==> src/design/twpg_pkg.sv <==
// Shared types, constants and the sine table of the tilted wave pattern generator.
// Depends on nothing; the front, queue, back and top refer to it by scoped names.
package twpg_pkg;

	localparam int SINE_DEPTH = 1024;
	localparam int MAX_DIM    = 4096;

	// Width of a clamped coordinate and of width-1 / height-1.
	localparam int DW   = $clog2(MAX_DIM);
	localparam int SIW  = $clog2(SINE_DEPTH);
	localparam int NUMW = 2 * DW + 16;
	localparam int HALF = NUMW / 2;
	localparam int QW   = 25;
	localparam int RW   = 2 * DW + 33;

	localparam logic [16:0] ONE_Q16  = 17'h10000;
	localparam logic [16:0] HALF_Q16 = 17'h08000;

	localparam logic [1:0] SHAPE_SINE   = 2'd0;
	localparam logic [1:0] SHAPE_SQUARE = 2'd1;
	localparam logic [1:0] SHAPE_TRI    = 2'd2;
	localparam logic [1:0] SHAPE_SAW    = 2'd3;

	localparam logic [2:0] REG_FREQ   = 3'd0;
	localparam logic [2:0] REG_PHASE  = 3'd1;
	localparam logic [2:0] REG_TILT   = 3'd2;
	localparam logic [2:0] REG_SHAPE  = 3'd3;
	localparam logic [2:0] REG_WIDTH  = 3'd4;
	localparam logic [2:0] REG_HEIGHT = 3'd5;
	localparam logic [2:0] REG_FRAME  = 3'd6;

	// Configuration after clamping, as seen by the front and back.
	typedef struct packed {
		logic signed [15:0] freq;
		logic [15:0]        start_phase;
		logic [16:0]        tilt;
		logic [1:0]         shape;
		logic [DW-1:0]      wm1;
		logic [DW-1:0]      hm1;
		logic [15:0]        frame;
	} cfg_t;

	// One classified pixel, passed from front to back.
	typedef struct packed {
		logic [DW-1:0] x;
		logic [DW-1:0] ry;
		logic [16:0]   xa;
		logic [16:0]   ya;
		logic          rp;
		logic          last;
	} item_t;

	typedef logic signed [15:0] sine_lut_t [SINE_DEPTH];

	// Q15 sine of entry idx, evaluated at elaboration only.
	function automatic logic signed [15:0] sine_entry(input longint unsigned idx);
		longint unsigned one_q30, half_pi, turn, r, x, x2, acc, s, q;
		int quad;
		one_q30 = 64'd1073741824;
		half_pi = 64'd1686629713;
		turn = (idx << 32) / SINE_DEPTH;
		quad = int'((turn >> 30) & 64'd3);
		r = turn & (one_q30 - 64'd1);
		if (quad % 2 == 1) begin
			r = one_q30 - r;
		end
		x = (r * half_pi) >> 30;
		x2 = (x * x) >> 30;
		// Horner form of the odd Taylor series, highest term first.
		acc = one_q30;
		acc = one_q30 - ((x2 * acc) >> 30) / 64'd156;
		acc = one_q30 - ((x2 * acc) >> 30) / 64'd110;
		acc = one_q30 - ((x2 * acc) >> 30) / 64'd72;
		acc = one_q30 - ((x2 * acc) >> 30) / 64'd42;
		acc = one_q30 - ((x2 * acc) >> 30) / 64'd20;
		acc = one_q30 - ((x2 * acc) >> 30) / 64'd6;
		s = (x * acc) >> 30;
		q = (s + 64'd16384) >> 15;
		if (q > 64'd32767) begin
			q = 64'd32767;
		end
		if (quad >= 2) begin
			return -$signed(q[15:0]);
		end
		return $signed(q[15:0]);
	endfunction

	function automatic sine_lut_t build_sine_lut();
		sine_lut_t t;
		for (int k = 0; k < SINE_DEPTH; k++) begin
			t[k] = sine_entry(longint'(k));
		end
		return t;
	endfunction

	localparam sine_lut_t SINE_LUT = build_sine_lut();

endpackage

==> src/design/twpg_queue.sv <==
// Two-entry queue that decouples the front from the back.
// Depends on twpg_pkg for the item type.
module twpg_queue (
	input  logic            clk,
	input  logic            arst_n,
	input  logic            push,
	input  twpg_pkg::item_t wr_data,
	output logic            full,
	input  logic            pop,
	output logic            empty,
	output twpg_pkg::item_t rd_data
);

	twpg_pkg::item_t entry_q [2];
	logic       wr_ptr_q, rd_ptr_q;
	logic [1:0] count_q;
	logic       do_push, do_pop;

	assign full    = (count_q == 2'd2);
	assign empty   = (count_q == 2'd0);
	assign do_push = push && !full;
	assign do_pop  = pop && !empty;
	assign rd_data = entry_q[rd_ptr_q];

	always_ff @(posedge clk or negedge arst_n) begin
		if (!arst_n) begin
			wr_ptr_q <= 1'b0;
			rd_ptr_q <= 1'b0;
			count_q  <= 2'd0;
		end else begin
			if (do_push) begin
				wr_ptr_q <= !wr_ptr_q;
			end
			if (do_pop) begin
				rd_ptr_q <= !rd_ptr_q;
			end
			if (do_push && !do_pop) begin
				count_q <= count_q + 2'd1;
			end else if (do_pop && !do_push) begin
				count_q <= count_q - 2'd1;
			end
		end
	end

	always_ff @(posedge clk) begin
		if (do_push) begin
			entry_q[wr_ptr_q] <= wr_data;
		end
	end

endmodule

==> config.mk <==
export PLATFORM = sky130hd
export DESIGN_NAME = twpg_queue
export DESIGN_NICKNAME = d
export VERILOG_FILES = /design/src/design/twpg_pkg.sv /design/src/design/twpg_queue.sv
export SDC_FILE = /design/constraint.sdc
export NUM_CORES = 1
export LEC_CHECK = 0
export BUFFER_PORTS_ARGS = -buffer_cell sky130_fd_sc_hd__buf_2
export CORE_MARGIN = 5
export CORE_UTILIZATION = 56
export CTS_CLUSTER_SIZE = 14
export DETAILED_ROUTE_END_ITERATION = 10
export GPL_ROUTABILITY_DRIVEN = 0
export PLACE_DENSITY_LB_ADDON = 0.2
export SLEW_MARGIN = 20
export SYNTH_ARGS = -nofsm -noshare
export SYNTH_HDL_FRONTEND = slang
export SYNTH_SLANG_ARGS = --single-unit
==> constraint.sdc <==
create_clock -name clk -period 7.8 [get_ports clk]
set_clock_uncertainty 0.05 [all_clocks]
set_input_delay 0.39 -clock clk [delete_from_list [all_inputs] [get_ports clk]]
set_output_delay 0.39 -clock clk [all_outputs]
set_load 0.02 [all_outputs]
==> results.md <==
* Status: complete, no violations
* Critical Path AT at 2.06 ns
* Reg2reg setup slack at 5.59 ns
* Clock Latency Late Sink at 0.50 ns
* Largest area contributor in the netlist: edfxtp_1
* Clk slew on worst S/H paths at 0.05 ns
* Final Hold Viols at 0
* Min-delay src: wr_data[33]
* Placed Cells incl. Taps at 431
* Vias/cell at 4.88
* Sink Count at 124
* Leak Pwr at 2.63 nW
* First-pass GRT wire length at 12400 µm
* Crit path required time at 7.36 ns
* Resize count post-CTS at 0
* Final setup margin at 5.30 ns
* Distinct cells, synth at 15
* DRC at 0
* Worst Reg-to-Reg Cells at 4
* Worst Hold Slack at 0.0301 ns
* Placed Area at 0.00548 mm²
* Mean Syn Cell Area at 23.4 µm²
* Share of layout cells above drive strength 1 at 56.8%
* Worst Hold Endpoint: entry_q[0][33]
* Number of global-route vias before repair at 2520
* Ports at 126
* CTS tree: built
* Worst R2R Start: count_q[0]
* Hold Crit Depth at 1
* Final wirelength at 8240 µm
* Clk root buf: clkbuf_8
* Final Critical Period at 2.50 ns
* Std cell rows at 33
* RSZ-0062 raised after global routing: no
* Post-synth top cells: 120 x edfxtp_1, 59 x mux2_4, 6 x buf_12
* Comb pwr share at 32.0%
* Final nets at 441
* DP HPWL at 5290 µm
* Cells after Synth at 206
* IO buf count at 125
* Setup Viol. Count Final at 0
* Setup Crit Path Kind: reg -> out
* Global Route Usage Sum at 16.4%
* GRT overflow at 0
* Ranking of synthesized cells by area: edfxtp_1 75%, mux2_4 18%, buf_12 2.5%, dfrtp_1 2.1%, xnor2_1 0.54%
* Max-cap violation count at 0
* First-pass DRT Iterations at 4
* Pwr Total at 2.61 mW
* Finished Layout Cells at 494
* Num CTS Buffers at 17
* Design Area, Final at 0.00642 mm²
* P_int at 1.82 mW
* Largest net degree at the start of global routing at 62
* Sequential cell area fraction in the yosys report at 76.7%
* Average wire per standard cell at 16.7 µm
* Sequential share of power at 37.8%
* Maximum fanout along the worst path at 43
* Final ANT Viol Nets at 0
* Max H-tree Level at 4
* Die width at 103 µm
* Starting density of the core at 58.2%
* Clock power frac at 30.2%
* Async S/R FF share, synth at 3.23%
* Most frequent cell after synthesis: edfxtp_1
* Die area at 0.0106 mm²
* DRT iter0 DRCs at 106
* CTS Buffer Depth at 2
* Pwr Density at 406 mW/mm²
* VDD IR max at 0.254 mV
* Worst r2r dst: entry_q[0][43]
* Fin crit share at 32.1%
* Post-Place Worst Slack at 5.57 ns
* Critical path launch point type: flip-flop
* Post-route setup TNS at 0 ns
* CP max stage delay at 0.67 ns
* Critical-path cell list: buf_16 > mux2_4 > buf_2
* P_sw at 0.792 mW
* Quantity of hold-fixing buffers added after cts at 27
* Worst Setup End Kind: output pin
* Post-route core utilization at 77.4%
* Relative slew slack at 61.5%
* Max-slew violations at 0
* Top-area cell type share of the netlist area at 74.6%
* Post-synth EDFFs at 120
* Yosys warns at 0
* Synthesized area at 0.00483 mm²
* Initial antenna violation count at 0
* Setup Buffers After CTS at 0
* Via count at 2413
* Worst slew pin tran at 0.577 ns
* HP Class: in -> reg
* Worst path slowest cell: dfrtp_4
* Switching share of power at 30.4%
* Synthesis-to-finish area growth at 33.0%
* Mapped Nets at 271
* Most frequently used flop master after synthesis: edfxtp_1
* Core footprint at 0.00830 mm²
* Die Y-Extent at 103 µm
* Max Freq at 400 MHz
* Inserted Diodes at 0
* Yosys reg bits at 124
## cell type report
class,count,area (µm²)
flip-flops and latches,124,3710
fillers,459,1880
multi-input cells,73,995
repair buffers,158,968
clock buffers,17,414
clock inverters,15,196
well taps,105,131
inverters,2,7.51
## power by group through the flow
stage	registers [mW]	logic, mW	clock network (mW)
2_1_floorplan	0.967	0.691	0
6_report	0.986	0.834	0.789
3_3_place_gp	1.05	0.766	0
4_1_cts	1.05	0.783	0.803
3_5_place_dp	1.06	0.771	0
5_1_grt	1.00	0.881	0.836
## how the worst max path moves through the flow
stage	start	to	slack (ns)	cells after the start
floorplan	count_q[0]	entry_q[0][0]	4.11	3
global placement	rd_ptr_q	rd_data[49]	5.58	2
detailed placement	count_q[0]	entry_q[0][48]	5.57	4
CTS	rd_ptr_q	rd_data[49]	5.04	2
global route	rd_ptr_q	rd_data[49]	5.21	3
finish	rd_ptr_q	rd_data[36]	5.30	3
## flip-flops by register name, summed over array words and instances (netlist names)
| name | flops |
|---|---|
| entry_q | 120 |
| wr_ptr_q | 1 |
| count_q | 2 |
| rd_ptr_q | 1 |
## logic make-up after synthesis
logic type      synth area share [%]
compound gates                 0.104
xor+xnor                       0.907
fa+ha+maj                      0.259
buf+inv                         2.88
flops                           76.7
mux                             18.6
simple gates                   0.570
## worst max-delay path, delay by kind of cell (launching register included)
family / cells / cell delay (ns)
DFF: 1 / 0.67
buffers and inverters: 2 / 0.49
muxes: 1 / 0.34
## metal layers
layer / track usage [%] / wire length (µm) / vias up
met4: 5.68 / 53 / 0
li1: - / - / 1154
met3: 7.78 / 643 / 6
met2: 27.1 / 4210 / 85
met1: 19.1 / 3330 / 1168
met5: 0 / 0 / -
## layout by cell type, fill, tap and decap left out, types with 3 or more instances in the layout
cell type	Yosys	layout
buf_2	0	125
bufinv_16	0	4
clkbuf_16	0	16
clkinvlp_4	0	5
dfrtp_1	4	3
dlygate4sd3_1	0	30
edfxtp_1	120	120
mux2_4	59	59
xnor2_1	3	3
(Power assumes the default switching activity.)
