--- config.mk ---
export PLATFORM = sky130hd
export DESIGN_NAME = twpg_front
export DESIGN_NICKNAME = d
export VERILOG_FILES = /design/src/design/twpg_pkg.sv /design/src/design/twpg_front.sv
export SDC_FILE = /design/constraint.sdc
export NUM_CORES = 1
export LEC_CHECK = 0
export BUFFER_PORTS_ARGS = -buffer_cell sky130_fd_sc_hd__clkbuf_2
export CORE_UTILIZATION = 49
export DETAILED_ROUTE_END_ITERATION = 7
export PLACE_DENSITY = 0.91
export SLEW_MARGIN = 25
export SYNTH_ARGS = -nofsm -noshare
export SYNTH_HDL_FRONTEND = slang
export SYNTH_SLANG_ARGS = --single-unit
--- constraint.sdc ---
create_clock -name vclk -period 9.5
set_input_delay 1.425 -clock vclk [all_inputs]
set_output_delay 1.425 -clock vclk [all_outputs]
set_load 0.05 [all_outputs]
--- src/design/twpg_pkg.sv ---
// Shared types, constants and the sine table of the tilted wave pattern generator.
// Depends on nothing; the front, queue, back and top refer to it by scoped names.
package twpg_pkg;

	localparam int SINE_DEPTH = 1024;
	localparam int MAX_DIM    = 4096;

	// Width of a clamped coordinate and of width-1 / height-1.
	localparam int DW   = $clog2(MAX_DIM);
	localparam int SIW  = $clog2(SINE_DEPTH);
	localparam int NUMW = 2 * DW + 16;
	localparam int HALF = NUMW / 2;
	localparam int QW   = 25;
	localparam int RW   = 2 * DW + 33;

	localparam logic [16:0] ONE_Q16  = 17'h10000;
	localparam logic [16:0] HALF_Q16 = 17'h08000;

	localparam logic [1:0] SHAPE_SINE   = 2'd0;
	localparam logic [1:0] SHAPE_SQUARE = 2'd1;
	localparam logic [1:0] SHAPE_TRI    = 2'd2;
	localparam logic [1:0] SHAPE_SAW    = 2'd3;

	localparam logic [2:0] REG_FREQ   = 3'd0;
	localparam logic [2:0] REG_PHASE  = 3'd1;
	localparam logic [2:0] REG_TILT   = 3'd2;
	localparam logic [2:0] REG_SHAPE  = 3'd3;
	localparam logic [2:0] REG_WIDTH  = 3'd4;
	localparam logic [2:0] REG_HEIGHT = 3'd5;
	localparam logic [2:0] REG_FRAME  = 3'd6;

	// Configuration after clamping, as seen by the front and back.
	typedef struct packed {
		logic signed [15:0] freq;
		logic [15:0]        start_phase;
		logic [16:0]        tilt;
		logic [1:0]         shape;
		logic [DW-1:0]      wm1;
		logic [DW-1:0]      hm1;
		logic [15:0]        frame;
	} cfg_t;

	// One classified pixel, passed from front to back.
	typedef struct packed {
		logic [DW-1:0] x;
		logic [DW-1:0] ry;
		logic [16:0]   xa;
		logic [16:0]   ya;
		logic          rp;
		logic          last;
	} item_t;

	typedef logic signed [15:0] sine_lut_t [SINE_DEPTH];

	// Q15 sine of entry idx, evaluated at elaboration only.
	function automatic logic signed [15:0] sine_entry(input longint unsigned idx);
		longint unsigned one_q30, half_pi, turn, r, x, x2, acc, s, q;
		int quad;
		one_q30 = 64'd1073741824;
		half_pi = 64'd1686629713;
		turn = (idx << 32) / SINE_DEPTH;
		quad = int'((turn >> 30) & 64'd3);
		r = turn & (one_q30 - 64'd1);
		if (quad % 2 == 1) begin
			r = one_q30 - r;
		end
		x = (r * half_pi) >> 30;
		x2 = (x * x) >> 30;
		// Horner form of the odd Taylor series, highest term first.
		acc = one_q30;
		acc = one_q30 - ((x2 * acc) >> 30) / 64'd156;
		acc = one_q30 - ((x2 * acc) >> 30) / 64'd110;
		acc = one_q30 - ((x2 * acc) >> 30) / 64'd72;
		acc = one_q30 - ((x2 * acc) >> 30) / 64'd42;
		acc = one_q30 - ((x2 * acc) >> 30) / 64'd20;
		acc = one_q30 - ((x2 * acc) >> 30) / 64'd6;
		s = (x * acc) >> 30;
		q = (s + 64'd16384) >> 15;
		if (q > 64'd32767) begin
			q = 64'd32767;
		end
		if (quad >= 2) begin
			return -$signed(q[15:0]);
		end
		return $signed(q[15:0]);
	endfunction

	function automatic sine_lut_t build_sine_lut();
		sine_lut_t t;
		for (int k = 0; k < SINE_DEPTH; k++) begin
			t[k] = sine_entry(longint'(k));
		end
		return t;
	endfunction

	localparam sine_lut_t SINE_LUT = build_sine_lut();

endpackage

--- src/design/twpg_front.sv ---
// Front of the tilted wave pattern generator: clamps a pixel coordinate and
// classifies the tilt into its segment weights. Depends on twpg_pkg.
module twpg_front (
	input  twpg_pkg::cfg_t  cfg,
	input  logic [11:0]     row,
	input  logic [11:0]     column,
	output twpg_pkg::item_t item
);

	logic [twpg_pkg::DW-1:0] x, y;
	logic [16:0] u;
	logic        flip;

	always_comb begin
		x = (column > cfg.wm1) ? cfg.wm1 : twpg_pkg::DW'(column);
		y = (row > cfg.hm1) ? cfg.hm1 : twpg_pkg::DW'(row);
		u = twpg_pkg::ONE_Q16 - cfg.tilt;
		if (u <= 17'd16384) begin
			item.xa = {u[14:0], 2'b00};
			item.ya = twpg_pkg::ONE_Q16 - item.xa;
			item.rp = 1'b0;
			flip = 1'b0;
		end else if (u <= 17'd32768) begin
			item.ya = 17'({u - 17'd16384, 2'b00});
			item.xa = twpg_pkg::ONE_Q16 - item.ya;
			item.rp = 1'b0;
			flip = 1'b1;
		end else if (u <= 17'd49152) begin
			item.xa = 17'({u - 17'd32768, 2'b00});
			item.ya = twpg_pkg::ONE_Q16 - item.xa;
			item.rp = 1'b1;
			flip = 1'b0;
		end else begin
			item.ya = 17'({u - 17'd49152, 2'b00});
			item.xa = twpg_pkg::ONE_Q16 - item.ya;
			item.rp = 1'b1;
			flip = 1'b1;
		end
		item.x = x;
		item.ry = flip ? (cfg.hm1 - y) : y;
		item.last = (x == cfg.wm1);
	end

endmodule

==> results.sh, run 1 <==
export IMPL_outcome="complete, no violations"
export IMPL_tightest_slew_ns=0.926
export IMPL_fin_crit_ns=8.33
export IMPL_cts_hold_buf=0
export IMPL_maxCapViolations=0
export IMPL_pin_count=175
export IMPL_gr_usage_met1=0.303
export IMPL_yosysTopAreaCell="ha_1"
export IMPL_rows=26
export IMPL_pwr_density_cell_mw_per_mm2=106
export IMPL_die_x_um=76.0
export IMPL_synth_most_common_cell="nand2_1"
export IMPL_end_kind="primary output"
export IMPL_critical_path_class="input port to primary output"
export IMPL_gp_congestion=0.909
export IMPL_drc=0
export IMPL_required_ns=8.08
export IMPL_grt_pass1_wl_mm=12.8
export IMPL_cts_setup_buffers=0
export IMPL_gr_usage_met2=0.485
export IMPL_path_buf_inv=3
export IMPL_ir_drop_v=0.000108
export IMPL_relSlewSlack=0.383
export IMPL_synthTopCellsByArea="ha_1 (15%), xnor2_1 (9.8%), xor2_1 (8.5%)"
export IMPL_grt_overflow_total=0
export IMPL_coreArea_mm2=0.00517
export IMPL_final_area_mm2=0.00326
export IMPL_finalCritPeriodShare=0.877
export IMPL_slew_violations=0
export IMPL_synth_top_area_frac=0.154
export IMPL_diodes=0
export IMPL_path_cells="clkbuf_2, inv_1, ha_1, a21oi_1, o221ai_1, a221oi_1, a21o_1, mux2i_1, ha_1, nor2b_1, o21ai_0, nand2b_1, a22oi_1, a32oi_1, o31a_1, nand4_1, a22oi_1, o41ai_1, mux2_2, o211ai_1, clkbuf_2"
export IMPL_drt_first_iter_violations=83
export IMPL_register_area_um2=0
export IMPL_synth_cells=391
export IMPL_holdCritPathClass="input port to primary output"
export IMPL_top_usage_layer="met2"
export IMPL_final_hold_violation_count=0
export IMPL_finalSetupViolations=0
export IMPL_worstSetupStartpointType="input port"
export IMPL_grt_start_max_net_pins=38
export IMPL_dpl_instance_area_mm2=0.00326
export IMPL_place_hpwl_mm=6.38
export IMPL_die_h_um=76.0
export IMPL_leakage_nw=1.68
export IMPL_ys_seq_area_frac=0
export IMPL_wl_per_cell_um=13.5
export IMPL_critPathSlowestCell="o41ai_1"
export IMPL_yosys_warnings=0
export IMPL_rsz0062_at_grt="false"
export IMPL_start_util=0.518
export IMPL_firstDrtPassIters=4
export IMPL_cp_max_fo=16
export IMPL_seq_cells=0
export IMPL_wirelength_mm=7.61
export IMPL_cts_repair_resize_count=0
export IMPL_grt_use_met3=0.00964
export IMPL_die_area_mm2=0.00577
export IMPL_finalWorstSetupSlack_ns=1.17
export IMPL_avgSynthCellArea_um2=6.85
export IMPL_final_util=0.631
export IMPL_synth_distinct_cells=54
export IMPL_num_vias=3215
export IMPL_first_global_vias=3060
export IMPL_drive_gt1_frac=0.289
export IMPL_pre_cts_ws_ns=1.31
export IMPL_port_buffers=121
export IMPL_netlist_area_mm2=0.00268
export IMPL_drtAntennaViolNets=0
export IMPL_clkbuf_count=0
export IMPL_synth_common_cells="nand2_1 (39), nor2_1 (37), ha_1 (33), inv_1 (33), xnor2_1 (30)"
export IMPL_arrival_ns=6.90
export IMPL_setup_tns_ns=0
export IMPL_cpPeakStageDelay_ns=0.72
export IMPL_nNetsFinal=646
export IMPL_grtUsageTotal=0.253
export IMPL_antenna_found_initial=0
export IMPL_max_freq_mhz=120
export IMPL_area_delta_synth_final_pct=21.8
export IMPL_viasPerCell=5.69
export IMPL_critical_path_top_delay_family="compound AO/OA/AOI/OAI gates"
[cells by family (layout without fill, tap and decap cells)]
group | count (synthesis) | after routing | synth area share
adders and majority gates | 34 | 34 | 0.162
and+or+nand+nor | 140 | 140 | 0.272
xor gates and xnor gates | 56 | 56 | 0.183
AOI/OAI and AO/OA | 84 | 84 | 0.200
muxes | 22 | 22 | 0.0878
other | 1 | 4 | 0.00140
buffers and inverters | 54 | 155 | 0.0938
[layer usage]
| metal | share of wire | up-vias |
|---|---|---|
| met2 | 0.50 | 147 |
| met5 | 0 | - |
| li1 | - | 1601 |
| met1 | 0.43 | 1445 |
| met4 | 0.024 | 0 |
| met3 | 0.052 | 22 |
[layout by cell type (no fill, tap or decap), types with 2 or more instances in the layout]
cell | Yosys | routed
o221ai_1 | 3 | 3
or4_4 | 2 | 2
a21oi_1 | 25 | 25
ha_1 | 33 | 33
inv_1 | 33 | 33
o32ai_1 | 3 | 3
nand4_1 | 7 | 7
or2_2 | 3 | 3
mux2i_1 | 10 | 10
o41a_1 | 2 | 2
conb_1 | 1 | 4
a221oi_1 | 2 | 2
nor4_4 | 2 | 2
clkbuf_2 | 0 | 121
nor3_1 | 6 | 6
and3_1 | 2 | 2
o22ai_1 | 5 | 5
o21ai_0 | 17 | 17
a21o_1 | 5 | 5
nor2_1 | 37 | 37
nand3_1 | 9 | 9
o21ai_1 | 3 | 3
mux2_2 | 12 | 12
or4_1 | 2 | 2
or3_1 | 4 | 4
nor3b_1 | 2 | 2
nand2b_1 | 6 | 6
and4_1 | 2 | 2
xor2_1 | 26 | 26
a22oi_1 | 2 | 2
nor4_1 | 8 | 8
nor2b_1 | 4 | 4
o31a_1 | 4 | 4
nand2_1 | 39 | 39
xnor2_1 | 30 | 30
a31oi_1 | 4 | 4
o21a_1 | 2 | 2
[final cells by class]
type                       instances  area, um2
inverter                          33        124
multi-input combinational        340       2440
timing repair buffer             122        613
fill                             470       1910
tap                               70       87.6
[final timing paths]
kind,start,to,slack [ns],cells past startpoint
max,cfg[18],item[47],1.17,21
min,cfg[42],item[4],3.23,2
[metrics by stage]
step           total power (W)  hold WS (ns)  instances
4_1_cts               0.000345          3.23        565
5_1_grt               0.000369          3.25        565
3_5_place_dp          0.000344          3.23        565
3_3_place_gp          0.000334          3.22        565
2_1_floorplan         0.000267          3.02        394
6_report              0.000347          3.23        565
[report_power, final]
part	switching, W	total (W)	internal, W
clock	0	0	0
sequential	0	0	0
combinational	0.000247	0.000347	0.000100
total	0.000247	0.000347	0.000100
No activity file was read; power rests on OpenSTA's default activity.
==> run 2: changes to the inputs <==
CORE_UTILIZATION = 45   (was 49)
PLACE_DENSITY = 0.85   (was 0.91)
==> run 2 against run 1 <==
Compared with the run above: largest cell class unchanged; worst setup slack improved by 0.18 ns; worst hold slack gained 0.023 ns; via count is 0.19% lower; cell count rose by 0.35%; routed wire length is 2.2% lower; design area about the same; non-clock buffer count did not move; combinational power is essentially flat; die area rose by 8.7%; critical endpoint unchanged; count of clock-buffer cells in the layout unchanged; sequential share of layout area stayed put; sequential cell count unchanged.
==> results.sh, run 2 (synthesized netlist as in run 1, its figures left out) <==
export IMPL_outcome="complete, no violations"
export IMPL_grt_overflow_total=0
export IMPL_die_x_um=79.2
export IMPL_cts_hold_buf=0
export IMPL_place_hpwl_mm=6.34
export IMPL_critical_path_class="input port to primary output"
export IMPL_finalCritPeriodShare=0.857
export IMPL_drt_first_iter_violations=104
export IMPL_leakage_nw=1.68
export IMPL_cp_max_fo=16
export IMPL_setup_tns_ns=0
export IMPL_ir_drop_v=0.0000752
export IMPL_drtAntennaViolNets=0
export IMPL_viasPerCell=5.66
export IMPL_relSlewSlack=0.390
export IMPL_multi_input_area_mm2=0.00244
export IMPL_cts_repair_resize_count=0
export IMPL_gp_congestion=0.926
export IMPL_antenna_found_initial=0
export IMPL_required_ns=8.08
export IMPL_seq_cells=0
export IMPL_min_path_cells=2
export IMPL_grtUsageTotal=0.232
export IMPL_holdWs_ns=3.26
export IMPL_cp_startpoint="cfg[19]"
export IMPL_grt_start_max_net_pins=21
export IMPL_tightest_slew_ns=0.914
export IMPL_rsz0062_at_grt="false"
export IMPL_die_h_um=79.2
export IMPL_final_util=0.583
export IMPL_arrival_ns=6.72
export IMPL_wl_per_cell_um=13.1
export IMPL_register_area_um2=0
export IMPL_port_buffers=121
export IMPL_pin_count=175
export IMPL_nNetsFinal=646
export IMPL_worstSetupStartpointType="input port"
export IMPL_final_hold_violation_count=0
export IMPL_fin_crit_ns=8.15
export IMPL_maxCapViolations=0
export IMPL_dpl_instance_area_mm2=0.00327
export IMPL_grt_pass1_wl_mm=12.5
export IMPL_firstDrtPassIters=5
export IMPL_final_area_mm2=0.00327
export IMPL_num_vias=3209
export IMPL_slew_violations=0
export IMPL_min_from="cfg[42]"
export IMPL_final_cell_mix="clkbuf_2 (121), nand2_1 (39), nor2_1 (37), inv_1 (33), ha_1 (33)"
export IMPL_final_common_cell="clkbuf_2"
export IMPL_cts_setup_buffers=0
export IMPL_fillerInstances=558
export IMPL_power_w=0.000345
export IMPL_die_area_mm2=0.00627
export IMPL_wirelength_mm=7.45
export IMPL_area_delta_synth_final_pct=21.9
export IMPL_diodes=0
export IMPL_drc=0
export IMPL_finalSetupViolations=0
export IMPL_start_util=0.478
export IMPL_first_global_vias=3015
export IMPL_clkbuf_count=0
export IMPL_drive_gt1_frac=0.289
export IMPL_max_freq_mhz=123
export IMPL_coreArea_mm2=0.00561
export IMPL_rows=27
export IMPL_holdCritPathClass="input port to primary output"
export IMPL_pwr_density_cell_mw_per_mm2=106
export IMPL_end_kind="primary output"
[run 2: cell counts in the layout (fill, tap and decap cells not counted)]
Identical to the previous run, type by type.
[run 2: metrics by stage]
stage	setup slack [ns]	cells
5_1_grt	0.976	567
3_3_place_gp	1.52	567
6_report	1.35	567
2_1_floorplan	1.87	394
4_1_cts	1.44	567
3_5_place_dp	1.46	567
[run 2: worst paths after layout]
| kind | endpoint | slack (ns) |
|---|---|---|
| worst min-delay path | item[4] | 3.26 |
| worst max-delay path | item[47] | 1.35 |
[run 2: layer usage]
layer / vias to the layer above / part of all wire / routed length (um) / GRT usage
li1: 1602 / - / - / -
met4: 0 / 0.010 / 77 / 0.0418
met3: 10 / 0.069 / 512 / 0.00805
met1: 1435 / 0.43 / 3220 / 0.286
met2: 162 / 0.49 / 3640 / 0.443
met5: - / 0 / 0 / 0
[run 2: cell type report]
type               count  area share
repair buffers       122       0.188
inverters             33      0.0379
multi-input cells    340       0.747
well taps             72      0.0276
[run 2: critical path: stages]
cell      delay (ns)
clkbuf_2        0.12
inv_1           0.09
ha_1            0.31
nand3_1         0.11
o221ai_1        0.14
a221oi_1        0.53
a21o_1          0.62
mux2i_1         0.40
ha_1            0.30
nor2b_1         0.13
o21ai_0         0.18
nand2b_1        0.14
a22oi_1         0.21
a32oi_1         0.12
o31a_1          0.32
nand4_1         0.10
a22oi_1         0.11
o41ai_1         0.59
mux2_2          0.41
o211ai_1        0.08
clkbuf_2        0.30
[run 2: power breakdown]
part           total (W)  switching [W]  internal, W
logic           0.000345       0.000245     0.000100
registers              0              0            0
clock network          0              0            0
==> run 3: changes to the inputs <==
CORE_UTILIZATION = 40   (was 45)
PLACE_DENSITY = 0.77   (was 0.85)
==> run 3 against run 2 <==
Compared with the run above: the run now ends with DRC left; design area grew 0.19%; routed wire length shrank 1.3%; core utilization is 7.3 points lower; total power decreased by 0.56%; fmax fell by 1.0%; critical path depth is the same; worst hold slack worse by 0.026 ns; count of clock-buffer cells in the layout unchanged; largest power group unchanged.
==> results.sh, run 3 (synthesized netlist as in run 1, its figures left out) <==
export IMPL_drtAntennaViolNets=0
export IMPL_path_cells="clkbuf_2, inv_1, ha_1, a21oi_1, o221ai_1, a221oi_1, a21o_1, mux2i_1, ha_1, nor2b_1, o21ai_0, nand2b_1, a22oi_1, a32oi_1, o31a_1, nand4_1, a22oi_1, o41ai_1, mux2_2, o211ai_1, clkbuf_2"
export IMPL_rows=29
export IMPL_gp_congestion=0.894
export IMPL_path_buf_inv=3
export IMPL_die_h_um=83.9
export IMPL_outcome="complete, but fails checks"
export IMPL_cts_setup_buffers=0
export IMPL_fillerInstances=635
export IMPL_wl_per_cell_um=12.8
export IMPL_cts_repair_resize_count=0
export IMPL_ir_drop_v=0.0000574
export IMPL_pwr_density_cell_mw_per_mm2=105
export IMPL_seq_cells=0
export IMPL_relSlewSlack=0.407
export IMPL_critical_path_class="input port to primary output"
export IMPL_leakage_nw=1.68
export IMPL_holdCritPathClass="input port to primary output"
export IMPL_final_common_cell="clkbuf_2"
export IMPL_grtUsageTotal=0.204
export IMPL_diodes=0
export IMPL_violations="DRC"
export IMPL_drc=16
export IMPL_pre_cts_ws_ns=1.33
export IMPL_finalWorstSetupSlack_ns=1.27
export IMPL_fin_crit_ns=8.23
export IMPL_critical_path_top_delay_family="compound AO/OA/AOI/OAI gates"
export IMPL_die_area_mm2=0.00703
export IMPL_power_w=0.000343
export IMPL_worstSetupStartpointType="input port"
export IMPL_viasPerCell=5.53
export IMPL_finalCritPeriodShare=0.866
export IMPL_max_freq_mhz=122
export IMPL_die_x_um=83.9
export IMPL_place_hpwl_mm=6.11
export IMPL_first_global_vias=2879
export IMPL_maxCapViolations=0
export IMPL_drive_gt1_frac=0.289
export IMPL_num_vias=3161
export IMPL_grt_overflow_total=0
export IMPL_setup_tns_ns=0
export IMPL_coreArea_mm2=0.00642
export IMPL_required_ns=8.08
export IMPL_wirelength_mm=7.35
export IMPL_pin_count=175
export IMPL_cts_hold_buf=0
export IMPL_finalSetupViolations=0
export IMPL_area_delta_synth_final_pct=22.1
export IMPL_port_buffers=121
export IMPL_end_kind="primary output"
export IMPL_drt_first_iter_violations=88
export IMPL_final_hold_violation_count=0
export IMPL_clkbuf_count=0
export IMPL_start_util=0.417
export IMPL_cp_max_fo=16
export IMPL_cpPeakStageDelay_ns=0.62
export IMPL_nNetsFinal=646
export IMPL_register_area_um2=0
export IMPL_critPathSlowestCell="o41ai_1"
export IMPL_tightest_slew_ns=0.890
export IMPL_firstDrtPassIters=7
export IMPL_rsz0062_at_grt="false"
export IMPL_grt_pass1_wl_mm=12.6
export IMPL_slew_violations=0
export IMPL_grt_start_max_net_pins=38
export IMPL_arrival_ns=6.81
export IMPL_antenna_found_initial=0
export IMPL_final_cell_mix="clkbuf_2 (121), nand2_1 (39), nor2_1 (37), inv_1 (33), ha_1 (33)"
run 3: cell counts in the layout (fill, tap and decap cells not counted):
Identical to the previous run, type by type.
run 3: path summary, 6_finish.rpt:
| path | from | endpoint | depth (start not counted) |
|---|---|---|---|
| worst max-delay path | cfg[18] | item[47] | 21 |
| worst min-delay path | cfg[42] | item[21] | 2 |
run 3: per-layer routing:
layer,routed length [um],up-vias,GRT usage
met5,0,-,0
met4,154,0,0.0423
met3,378,16,0.00495
met2,3470,127,0.375
met1,3350,1416,0.266
li1,-,1602,-
run 3: final cells by class:
class	instances	area [um2]	share of cell area
tap	77	96.3	0.0294
timing repair buffer	122	613	0.187
inverter	33	124	0.0378
multi-input combinational	340	2440	0.745
run 3: power breakdown:
part / leakage (nW) / switching [W] / internal [W]
registers: 0 / 0 / 0
clock network: 0 / 0 / 0
logic: 1.68 / 0.000243 / 0.000100
run 3: through the flow:
| stage | hold WS (ns) | utilization | instance area (um2) | cells |
|---|---|---|---|---|
| 6_report | 3.23 | 0.510 | 3270 | 572 |
| 5_1_grt | 3.25 | 0.510 | 3270 | 572 |
| 4_1_cts | 3.24 | 0.510 | 3270 | 572 |
| 3_5_place_dp | 3.24 | 0.510 | 3270 | 572 |
| 3_3_place_gp | 3.23 | 0.510 | 3270 | 572 |
| 2_1_floorplan | 3.02 | - | 2690 | 394 |
